## src/sdo_round_robin_read_poller_unit_defines.svh

```systemverilog
// Assertion macros shared by the poller RTL
`ifndef SDO_ROUND_ROBIN_READ_POLLER_UNIT_DEFINES_SVH
`define SDO_ROUND_ROBIN_READ_POLLER_UNIT_DEFINES_SVH

// Same-cycle implication, checked on every rising edge out of reset
`define SDO_RRP_ASSERT_IMPL(label, ante, cons) \
    label: assert property (@(posedge clk) disable iff (!rst_n) (ante) |-> (cons)) \
        else $error("sdo_rrp: check failed");

// Next-cycle implication
`define SDO_RRP_ASSERT_NEXT(label, ante, cons) \
    label: assert property (@(posedge clk) disable iff (!rst_n) (ante) |=> (cons)) \
        else $error("sdo_rrp: check failed");

`endif

```

## src/sdo_rrp_pkg.sv

```systemverilog
package sdo_rrp_pkg;

    // Rotation slots
    localparam int TARGET_COUNT_DEF = 3;
    localparam int SLOT_W           = 2;
    localparam logic [SLOT_W-1:0] SLOT_ZERO = 2'd0;
    localparam logic [SLOT_W-1:0] SLOT_ONE  = 2'd1;

    // Configuration port
    localparam int CFG_IDX_W  = 4;
    localparam int CFG_DATA_W = 32;

    localparam logic [CFG_IDX_W-1:0] REG_STATE_FRAME_ID    = 4'd0;
    localparam logic [CFG_IDX_W-1:0] REG_RESPONSE_FRAME_ID = 4'd1;
    localparam logic [CFG_IDX_W-1:0] REG_ACTIVE_PERIOD     = 4'd2;
    localparam logic [CFG_IDX_W-1:0] REG_IDLE_PERIOD       = 4'd3;
    localparam logic [CFG_IDX_W-1:0] REG_STALE_TIME        = 4'd4;
    localparam logic [CFG_IDX_W-1:0] REG_TARGET_FIRST      = 4'd5;
    localparam logic [CFG_IDX_W-1:0] REG_TARGET_SECOND     = 4'd6;
    localparam logic [CFG_IDX_W-1:0] REG_TARGET_THIRD      = 4'd7;

    // Register reset values
    localparam logic [10:0] RST_STATE_FRAME_ID    = 11'd2;
    localparam logic [10:0] RST_RESPONSE_FRAME_ID = 11'd1409;
    localparam logic [31:0] RST_ACTIVE_PERIOD     = 32'd100000;
    localparam logic [31:0] RST_IDLE_PERIOD       = 32'd1000000;
    localparam logic [31:0] RST_STALE_TIME        = 32'd500000;
    localparam logic [15:0] RST_TARGET_FIRST      = 16'd2015;
    localparam logic [15:0] RST_TARGET_SECOND     = 16'd2016;
    localparam logic [15:0] RST_TARGET_THIRD      = 16'd2051;

    // SDO protocol codes
    localparam logic [7:0]  SDO_CMD_READ  = 8'h40;
    localparam logic [7:0]  SDO_CMD_ABORT = 8'h80;
    localparam logic [15:0] SDO_UID_INDEX = 16'h2100;

    // Item kinds
    localparam logic KIND_TICK  = 1'b0;
    localparam logic KIND_FRAME = 1'b1;

    // Minimum lengths
    localparam logic [3:0] LEN_STATE_MIN    = 4'd3;
    localparam logic [3:0] LEN_RESPONSE_MIN = 4'd8;

    typedef struct packed {
        logic [10:0] state_frame_id;
        logic [10:0] response_frame_id;
        logic [31:0] active_period_us;
        logic [31:0] idle_period_us;
        logic [31:0] stale_time_us;
        logic [15:0] target_id_first;
        logic [15:0] target_id_second;
        logic [15:0] target_id_third;
    } cfg_t;

    typedef struct packed {
        logic        kind;
        logic [31:0] now_us;
        logic        frame_standard;
        logic [10:0] frame_id;
        logic [3:0]  frame_length;
        logic [63:0] frame_payload;
        logic        transmit_accepted;
    } item_t;

    typedef struct packed {
        logic        request_valid;
        logic [63:0] request_payload;
        logic        abort_valid;
        logic [15:0] abort_param_id;
        logic [31:0] abort_code;
    } result_t;

    typedef struct packed {
        logic pending;
        logic all_retired;
    } status_t;

endpackage

```

## src/sdo_rrp_cfg.sv

```systemverilog
module sdo_rrp_cfg
    import sdo_rrp_pkg::*;
(
    input  logic                  clk,
    input  logic                  rst_n,
    input  logic                  wr_en,
    input  logic [CFG_IDX_W-1:0]  wr_index,
    input  logic [CFG_DATA_W-1:0] wr_data,
    output cfg_t                  cfg
);

    cfg_t cfg_reg;

    // Register file, one write per transfer; unknown indexes are dropped
    always_ff @(posedge clk or negedge rst_n)
    begin
        if (!rst_n)
        begin
            cfg_reg.state_frame_id    <= RST_STATE_FRAME_ID;
            cfg_reg.response_frame_id <= RST_RESPONSE_FRAME_ID;
            cfg_reg.active_period_us  <= RST_ACTIVE_PERIOD;
            cfg_reg.idle_period_us    <= RST_IDLE_PERIOD;
            cfg_reg.stale_time_us     <= RST_STALE_TIME;
            cfg_reg.target_id_first   <= RST_TARGET_FIRST;
            cfg_reg.target_id_second  <= RST_TARGET_SECOND;
            cfg_reg.target_id_third   <= RST_TARGET_THIRD;
        end
        else if (wr_en)
        begin
            unique case (wr_index)
                REG_STATE_FRAME_ID:    cfg_reg.state_frame_id    <= wr_data[10:0];
                REG_RESPONSE_FRAME_ID: cfg_reg.response_frame_id <= wr_data[10:0];
                REG_ACTIVE_PERIOD:     cfg_reg.active_period_us  <= wr_data;
                REG_IDLE_PERIOD:       cfg_reg.idle_period_us    <= wr_data;
                REG_STALE_TIME:        cfg_reg.stale_time_us     <= wr_data;
                REG_TARGET_FIRST:      cfg_reg.target_id_first   <= wr_data[15:0];
                REG_TARGET_SECOND:     cfg_reg.target_id_second  <= wr_data[15:0];
                REG_TARGET_THIRD:      cfg_reg.target_id_third   <= wr_data[15:0];
                default:               cfg_reg <= cfg_reg;
            endcase
        end
    end

    assign cfg = cfg_reg;

endmodule

```

## src/sdo_rrp_core.sv

```systemverilog
module sdo_rrp_core
    import sdo_rrp_pkg::*;
#(
    parameter int TARGET_COUNT = TARGET_COUNT_DEF
)
(
    input  logic    clk,
    input  logic    rst_n,
    input  logic    step,
    input  item_t   item,
    input  cfg_t    cfg,
    output result_t result,
    output status_t status
);

    localparam int SUM_W = SLOT_W + 1;

    // Poller state
    logic [7:0]              mode_reg,          mode_next;
    logic [31:0]             state_time_reg,    state_time_next;
    logic [31:0]             poll_time_reg,     poll_time_next;
    logic [SLOT_W-1:0]       next_slot_reg,     next_slot_next;
    logic                    pending_reg,       pending_next;
    logic [SLOT_W-1:0]       pending_slot_reg,  pending_slot_next;
    logic [15:0]             pending_index_reg, pending_index_next;
    logic [7:0]              pending_sub_reg,   pending_sub_next;
    logic [TARGET_COUNT-1:0] retired_reg,       retired_next;

    // Step temporaries
    logic [31:0]       state_age;
    logic [31:0]       poll_age;
    logic [31:0]       interval;
    logic [7:0]        mode_eff;
    logic              elapsed;
    logic [SUM_W-1:0]  sum;
    logic [SLOT_W-1:0] cand;
    logic              cand_retired;
    logic              found;
    logic [SLOT_W-1:0] pick;
    logic [SUM_W-1:0]  pick_inc;
    logic [15:0]       pick_id;
    logic [15:0]       req_index;
    logic [7:0]        req_sub;
    logic [15:0]       rsp_index;
    logic              rsp_match;

    function automatic logic [15:0] slot_id(input logic [SLOT_W-1:0] slot, input cfg_t c);
        logic [15:0] id;
        case (slot)
            SLOT_ZERO: id = c.target_id_first;
            SLOT_ONE:  id = c.target_id_second;
            default:   id = c.target_id_third;
        endcase
        return id;
    endfunction

    // Wrap-safe ages and the active poll interval
    assign state_age = item.now_us - state_time_reg;
    assign poll_age  = item.now_us - poll_time_reg;
    assign mode_eff  = (state_age > cfg.stale_time_us) ? 8'd0 : mode_reg;
    assign interval  = (mode_eff != 8'd0) ? cfg.active_period_us : cfg.idle_period_us;
    assign elapsed   = (poll_age >= interval);

    // Round-robin search for the first target not retired
    always_comb
    begin
        found        = 1'b0;
        pick         = next_slot_reg;
        sum          = '0;
        cand         = '0;
        cand_retired = 1'b0;
        for (int i = 0; i < TARGET_COUNT; i++)
        begin
            sum  = {1'b0, next_slot_reg} + SUM_W'(i);
            cand = (sum >= SUM_W'(TARGET_COUNT)) ? SLOT_W'(sum - SUM_W'(TARGET_COUNT))
                                                 : sum[SLOT_W-1:0];
            cand_retired = 1'b0;
            for (int k = 0; k < TARGET_COUNT; k++)
            begin
                if (cand == SLOT_W'(k))
                begin
                    cand_retired = retired_reg[k];
                end
            end
            if (!found && !cand_retired)
            begin
                found = 1'b1;
                pick  = cand;
            end
        end
    end

    assign pick_inc  = {1'b0, pick} + SUM_W'(1);
    assign pick_id   = slot_id(pick, cfg);
    assign req_index = SDO_UID_INDEX | {8'd0, pick_id[15:8]};
    assign req_sub   = pick_id[7:0];

    // Response matching against the outstanding request
    assign rsp_index = item.frame_payload[23:8];
    assign rsp_match = (rsp_index == pending_index_reg)
                    && (item.frame_payload[31:24] == pending_sub_reg);

    // One item's state update and result
    always_comb
    begin
        mode_next          = mode_reg;
        state_time_next    = state_time_reg;
        poll_time_next     = poll_time_reg;
        next_slot_next     = next_slot_reg;
        pending_next       = pending_reg;
        pending_slot_next  = pending_slot_reg;
        pending_index_next = pending_index_reg;
        pending_sub_next   = pending_sub_reg;
        retired_next       = retired_reg;
        result             = '0;

        if (item.kind == KIND_TICK)
        begin
            mode_next = mode_eff;
            if (elapsed)
            begin
                poll_time_next = item.now_us;
                pending_next   = 1'b0;
                if (found)
                begin
                    next_slot_next = (pick_inc == SUM_W'(TARGET_COUNT)) ? SLOT_ZERO
                                                                        : pick_inc[SLOT_W-1:0];
                    result.request_valid   = 1'b1;
                    result.request_payload = {32'd0, req_sub, req_index, SDO_CMD_READ};
                    if (item.transmit_accepted)
                    begin
                        pending_next       = 1'b1;
                        pending_slot_next  = pick;
                        pending_index_next = req_index;
                        pending_sub_next   = req_sub;
                    end
                end
            end
        end
        else if (item.frame_standard)
        begin
            if (item.frame_id == cfg.state_frame_id)
            begin
                if (item.frame_length >= LEN_STATE_MIN)
                begin
                    mode_next       = item.frame_payload[23:16];
                    state_time_next = item.now_us;
                end
            end
            else if (item.frame_id == cfg.response_frame_id
                     && item.frame_length >= LEN_RESPONSE_MIN && pending_reg)
            begin
                if (rsp_match)
                begin
                    if (item.frame_payload[7:0] == SDO_CMD_ABORT)
                    begin
                        for (int k = 0; k < TARGET_COUNT; k++)
                        begin
                            if (pending_slot_reg == SLOT_W'(k))
                            begin
                                retired_next[k] = 1'b1;
                            end
                        end
                        result.abort_valid    = 1'b1;
                        result.abort_param_id = slot_id(pending_slot_reg, cfg);
                        result.abort_code     = item.frame_payload[63:32];
                    end
                    pending_next = 1'b0;
                end
            end
        end
    end

    // State registers advance once per processed item
    always_ff @(posedge clk or negedge rst_n)
    begin
        if (!rst_n)
        begin
            mode_reg          <= '0;
            state_time_reg    <= '0;
            poll_time_reg     <= '0;
            next_slot_reg     <= '0;
            pending_reg       <= 1'b0;
            pending_slot_reg  <= '0;
            pending_index_reg <= '0;
            pending_sub_reg   <= '0;
            retired_reg       <= '0;
        end
        else if (step)
        begin
            mode_reg          <= mode_next;
            state_time_reg    <= state_time_next;
            poll_time_reg     <= poll_time_next;
            next_slot_reg     <= next_slot_next;
            pending_reg       <= pending_next;
            pending_slot_reg  <= pending_slot_next;
            pending_index_reg <= pending_index_next;
            pending_sub_reg   <= pending_sub_next;
            retired_reg       <= retired_next;
        end
    end

    assign status.pending     = pending_reg;
    assign status.all_retired = &retired_reg;

endmodule

```

## src/sdo_round_robin_read_poller_unit.sv

```systemverilog
// An input item goes into the input register, then its result into the result register;
// the result transfer waits there until out_ready is high.
// Throughput: one item per cycle unless out_ready stalls; the input register feeds one step
// of logic that updates the poller state and loads the result register in the same cycle.
// Reset (rst_n low, asynchronous) clears the state, empties both pipeline registers
// and loads the configuration registers with their default values.
`include "sdo_round_robin_read_poller_unit_defines.svh"

module sdo_round_robin_read_poller_unit
    import sdo_rrp_pkg::*;
#(
    parameter int TARGET_COUNT = TARGET_COUNT_DEF
)
(
    input  logic                  clk,
    input  logic                  rst_n,

    input  logic                  in_valid,
    output logic                  in_ready,
    input  logic                  kind,
    input  logic [31:0]           now_us,
    input  logic                  frame_standard,
    input  logic [10:0]           frame_id,
    input  logic [3:0]            frame_length,
    input  logic [63:0]           frame_payload,
    input  logic                  transmit_accepted,

    output logic                  out_valid,
    input  logic                  out_ready,
    output logic                  request_valid,
    output logic [63:0]           request_payload,
    output logic                  abort_valid,
    output logic [15:0]           abort_param_id,
    output logic [31:0]           abort_code,

    input  logic                  cfg_valid,
    output logic                  cfg_ready,
    input  logic [CFG_IDX_W-1:0]  cfg_index,
    input  logic [CFG_DATA_W-1:0] cfg_data
);

    logic    in_valid_reg;
    item_t   item_reg;
    logic    out_valid_reg;
    result_t result_reg;
    logic    fire;
    cfg_t    cfg;
    result_t step_result;
    status_t status;

    // Step happens when an item waits and the result slot is free or draining
    assign fire      = in_valid_reg && (!out_valid_reg || out_ready);
    assign in_ready  = !in_valid_reg || fire;
    assign cfg_ready = 1'b1;

    // Configuration registers
    sdo_rrp_cfg u_cfg (
        .clk      (clk),
        .rst_n    (rst_n),
        .wr_en    (cfg_valid && cfg_ready),
        .wr_index (cfg_index),
        .wr_data  (cfg_data),
        .cfg      (cfg)
    );

    // Input register
    always_ff @(posedge clk or negedge rst_n)
    begin
        if (!rst_n)
        begin
            in_valid_reg <= 1'b0;
        end
        else if (in_ready)
        begin
            in_valid_reg <= in_valid;
        end
    end

    always_ff @(posedge clk)
    begin
        if (in_valid && in_ready)
        begin
            item_reg.kind              <= kind;
            item_reg.now_us            <= now_us;
            item_reg.frame_standard    <= frame_standard;
            item_reg.frame_id          <= frame_id;
            item_reg.frame_length      <= frame_length;
            item_reg.frame_payload     <= frame_payload;
            item_reg.transmit_accepted <= transmit_accepted;
        end
    end

    // Poller state and step logic
    sdo_rrp_core #(
        .TARGET_COUNT (TARGET_COUNT)
    ) u_core (
        .clk    (clk),
        .rst_n  (rst_n),
        .step   (fire),
        .item   (item_reg),
        .cfg    (cfg),
        .result (step_result),
        .status (status)
    );

    // Result register
    always_ff @(posedge clk or negedge rst_n)
    begin
        if (!rst_n)
        begin
            out_valid_reg <= 1'b0;
        end
        else if (fire)
        begin
            out_valid_reg <= 1'b1;
        end
        else if (out_ready)
        begin
            out_valid_reg <= 1'b0;
        end
    end

    always_ff @(posedge clk)
    begin
        if (fire)
        begin
            result_reg <= step_result;
        end
    end

    assign out_valid       = out_valid_reg;
    assign request_valid   = result_reg.request_valid;
    assign request_payload = result_reg.request_payload;
    assign abort_valid     = result_reg.abort_valid;
    assign abort_param_id  = result_reg.abort_param_id;
    assign abort_code      = result_reg.abort_code;

    // A result is either a request or an abort report, never both
    `SDO_RRP_ASSERT_IMPL(a_one_kind, out_valid_reg, !(result_reg.request_valid && result_reg.abort_valid))
    // No request is offered once every target is retired
    `SDO_RRP_ASSERT_IMPL(a_no_req_all_retired, fire && step_result.request_valid, !status.all_retired)
    // An abort can only close an outstanding request
    `SDO_RRP_ASSERT_IMPL(a_abort_needs_pending, fire && step_result.abort_valid, status.pending)
    // A waiting item is kept while the result side is stalled
    `SDO_RRP_ASSERT_NEXT(a_hold_stalled, in_valid_reg && out_valid_reg && !out_ready, in_valid_reg)

endmodule

```

## config.mk

```make
export PLATFORM = sky130hd
export DESIGN_NAME = sdo_round_robin_read_poller_unit
export DESIGN_NICKNAME = d
export VERILOG_FILES = /design/src/sdo_rrp_pkg.sv /design/src/sdo_rrp_cfg.sv /design/src/sdo_rrp_core.sv /design/src/sdo_round_robin_read_poller_unit.sv
export VERILOG_INCLUDE_DIRS = /design/src /design/src/src
export SDC_FILE = /design/constraint.sdc
export NUM_CORES = 1
export LEC_CHECK = 0
export BUFFER_PORTS_ARGS = -buffer_cell sky130_fd_sc_hd__clkbuf_2
export CORE_ASPECT_RATIO = 1.75
export CORE_MARGIN = 8
export CORE_UTILIZATION = 32
export DETAILED_ROUTE_END_ITERATION = 8
export PLACE_DENSITY = 0.6
export SYNTH_ARGS = -nofsm -noshare
export SYNTH_HDL_FRONTEND = slang
export SYNTH_SLANG_ARGS = --single-unit
```

## constraint.sdc

```tcl
create_clock -name clk -period 7.9 [get_ports clk]
set_input_delay 0 -clock clk [delete_from_list [all_inputs] [get_ports clk]]
set_output_delay 0 -clock clk [all_outputs]
set_load 0.05 [all_outputs]
```

==> results by stage <==
Routing:
- For this block, the initial DRC count from the detailed router was 816.
- The via-per-instance ratio is 4.81.
- In this run the remaining antenna-violating nets after routing total 0.
- The via count is about 15000.
- The first TritonRoute pass finished after 6 iterations.
- The average wire per cell in the routed design is 19.0 um.
- The routed wire length is 60400 um.
- The remaining design rule violation count is 0.

Hold path:
- The path category of the worst min-delay check is in -> async.

Die:
- The boundary pin count is between 200 and 300.
- The die is ~220 um wide.
- The floorplan core area is 70500 um2.
- The die covers 80200 um2.
- The effective utilization at floorplan is 0.322.
- From bottom edge to top edge, the die measures 369 um.
- After floorplanning, the core was divided into around 130 placement rows.

GRT:
- The global route total overflow is 0.
- The global-route wire length before repair is 94100 um.
- The number of antenna violations at the first check in global routing came to 7.
- For this run, the total global-route usage over all layers was measured as 0.148.
- Entering global routing, the biggest net connects about 160 pins.
- The number of global-route vias before repair came to ~16000.

CTS:
- The cell chosen for the clock root is sky130_fd_sc_hd__clkbuf_16.
- Buffers inserted during clock tree synthesis total 42.
- The clock tree synthesis step divided the H-tree into 2 levels.
- The clock latency on the worst-skew pair is 0.59 ns.
- The longest clock path from root to sink contains 3 buffers.
- The clock transition at the registers of the reported paths is 0.06 ns.
- Once the clock tree was built, the setup fixing pass inserted 0 buffers.
- The number of clock sinks seen by CTS is roughly 450.
- TritonCTS built the clock tree.

Power and ir drop:
- The design draws 8.36 mW.
- Summed over all cells, the static leakage comes to 12.4 nW.
- The areal power density over the cells is 302 nW/um2.
- Across the VDD grid, the largest voltage drop is approximately 200 uV.

Yosys:
- Yosys mapped the design onto 69 distinct sky130hd cell types.
- After synthesis, the largest family of logic cells by area is multiplexers.
- In the synthesized netlist, the number of instances is 1847.
- The share of cell area taken by muxes after synthesis is 0.144.
- Of the total synthesized cell area, the portion taken by AND, OR, NAND and NOR gates is 0.0774.
- The number of storage elements in the synthesis netlist is 445.
- The adder-cell share of the synthesized area is 0.0733.
- Among all flip-flop cells after synthesis, the most frequent one is sky130_fd_sc_hd__dfrtp_1.
- The cell area after technology mapping is 22700 um2.
- The fraction of the mapped netlist area in compound gates was 0.0878.
- The number of enable flip-flop cells after synthesis is 180.
- The post-synthesis share of cell area spent on xor and xnor gates is 0.0362.
- A synthesized cell averages 12.3 um2.
- The share of synthesized registers carrying an async set or reset is 0.596.
- The portion of the post-synthesis area used by sequential elements is 0.532.
- For this run, the number of Yosys warnings is 0.

Worst setup path:
- The class of the most critical setup path is reg -> reg.
- Tracing the worst setup path back leads to its startpoint at item_reg[81].
- STA classifies the critical path startpoint as a register.
- The slowest cell on the critical path is sky130_fd_sc_hd__or3_1.
- The maximum fanout along the worst path is 30.
- For the worst setup path, the data required time is 8.36 ns.
- The kind of end point of the critical path is a register.
- The largest stage delay on the critical path is 0.48 ns.
- In this run the critical register-to-register path is launched from item_reg[81].
- In this design, the largest share of critical-path delay is due to compound AO/OA/AOI/OAI gates.
- In this design, the critical path's most frequently occurring cell is sky130_fd_sc_hd__ha_1.
- The critical path contains buffers and inverters numbering 4 combined.
- Data on the critical path arrives at its endpoint at just under 8 ns.

STA:
- The clock period minus worst slack is 7.31 ns.
- The worst pin sits at a relative slew slack of 0.175.
- The maximum achievable frequency is 137 MHz.
- On the final layout, the worst clock skew is approximately 0.030 ns.
- Setup repair after global routing left no endpoint under its margin.
- The final setup TNS is 0 ns.
- The number of endpoints failing setup at the final stage is 0.
- The actual slew at the worst max-slew pin is 1.24 ns.
- The number of hold violations in the final report was 0.
- Of the available clock period, the critical path in the final layout requires 0.925.
- The number of max-slew violations in the final report is 0.

Placed design:
- The cell area after placement is 24700 um2.
- The total half-perimeter wirelength after legalization and detailed placement is 44800 um.
- Routability-driven placement finished with a final weighted congestion of around 0.87.
- In this run the tool buffered the top-level ports with 225 buffer cells.
- Once placement completed, the tool counted placed cells totaling 2947.

Cells and area:
- The register with the most flip-flops in the layout has 166 of them.
- The final net count is 2511.
- After routing the design area is 27600 um2.
- The library cell used most frequently in the layout, excluding fill and tap cells, is sky130_fd_sc_hd__clkbuf_2.
- The signed area change from the synthesized netlist to the final layout is 21.6%.
- In the final layout, the share of cells above drive strength 1 is 0.261.
- Leaving out fill and tap cells, the most frequent cells in the layout are sky130_fd_sc_hd__clkbuf_2 (224), sky130_fd_sc_hd__dfrtp_1 (221), sky130_fd_sc_hd__edfxtp_1 (180), sky130_fd_sc_hd__mux2_2 (173), sky130_fd_sc_hd__dlygate4sd3_1 (150).
- The final cell utilization of the core is 0.392.
- The number of non-filler instances in the completed layout is roughly 3200.
- The count of filler cells inserted in the layout is 6689.

Run status:
- The flow ran to the end, and the final reports show no timing, DRC or antenna violations.

Job:
- Across the run, the number of max-cap violations was 0.
[synthesized netlist by cell type, types with 19 or more instances]
library cell / number / area [um2]
sky130_fd_sc_hd__dfrtp_1: 221 / 5530
sky130_fd_sc_hd__edfxtp_1: 180 / 5410
sky130_fd_sc_hd__mux2_2: 173 / 1950
sky130_fd_sc_hd__ha_1: 130 / 1630
sky130_fd_sc_hd__inv_1: 121 / 454
sky130_fd_sc_hd__a21oi_1: 100 / 500
sky130_fd_sc_hd__nand2_1: 78 / 293
sky130_fd_sc_hd__o21ai_0: 78 / 390
sky130_fd_sc_hd__nor2_1: 76 / 285
sky130_fd_sc_hd__mux2i_1: 73 / 731
sky130_fd_sc_hd__xnor2_1: 64 / 561
sky130_fd_sc_hd__buf_4: 50 / 375
sky130_fd_sc_hd__a21o_1: 45 / 338
sky130_fd_sc_hd__dfstp_2: 44 / 1160
sky130_fd_sc_hd__clkbuf_1: 41 / 154
sky130_fd_sc_hd__mux2_4: 39 / 586
sky130_fd_sc_hd__and2_1: 36 / 225
sky130_fd_sc_hd__xor2_1: 30 / 263
sky130_fd_sc_hd__nor3_1: 27 / 135
sky130_fd_sc_hd__nand3_1: 24 / 120
sky130_fd_sc_hd__nand4_1: 23 / 144
sky130_fd_sc_hd__nor2b_1: 19 / 119
[final cells by class]
| class | instances | area, um2 | area share |
|---|---|---|---|
| sequential | 445 | 12100 | 0.438 |
| clock inverter | 22 | 219 | 0.00792 |
| multi-input combinational | 1216 | 9710 | 0.351 |
| clock buffer | 55 | 1150 | 0.0416 |
| antenna | 5 | 12.5 | 0.000453 |
| timing repair buffer | 398 | 2850 | 0.103 |
| inverter | 121 | 454 | 0.0164 |
| tap | 917 | 1150 | 0.0415 |
[metal layers]
metal	up-vias	GRT usage	routed length (um)
met1	7524	0.167	23600
met3	93	0.0239	3150
met4	6	0.0550	1860
met5	-	0	38
met2	382	0.276	31800
li1	7275	-	-
[cell families (layout without fill, tap and decap cells)]
kind of cell / after synthesis / in the layout
and+or+nand+nor: 346 / 346
other: 2 / 51
adders and majority gates: 132 / 132
DFF: 445 / 445
muxes: 285 / 285
AOI/OAI and AO/OA: 313 / 313
buffers and inverters: 230 / 596
xor gates and xnor gates: 94 / 94
[where the power goes]
part	total [mW]	switching, mW	internal, mW
registers	3.20	0.308	2.89
clock network	2.05	0.934	1.11
logic	3.12	1.73	1.39
[stage by stage]
stage	hold slack (ns)	setup WS, ns
after detailed placement	0.133	0.468
after CTS	0.0651	0.408
after global routing	0.107	0.0847
final	0.0421	0.591
after global placement	0.105	0.506
after floorplan	-0.296	1.37
[worst reg2reg max path, delay by kind of cell (launching register included)]
family	cells	cell delay (ns)
AO/OA/AOI/OAI	11	2.21
XOR/XNOR	1	0.08
adder cells (fa/ha/maj)	4	1.19
buffers and inverters	4	0.61
flip-flops	1	0.40
multiplexers	2	0.50
AND/OR/NAND/NOR	8	2.20
[worst paths after layout]
path / endpoint / slack, ns / cells past startpoint
worst max-delay path: u_core.poll_time_reg[1] / 0.59 / 30
max in group asynchronous: u_cfg.cfg[158] / 6.41 / 3
worst max register to register: u_core.poll_time_reg[1] / 0.59 / 30
worst min-delay path: u_core.poll_time_reg[29] / 0.04 / 2
worst min register to register: u_cfg.cfg[114] / 0.50 / 1
min in group clk: u_cfg.cfg[36] / 0.11 / 4
[timing repair]
item	CTS	global route
hold buffers	150	0
gates resized for setup	0	1
endpoints found under the hold margin	385	0
endpoints found under the setup margin	0	11
(Power assumes the default switching activity.)
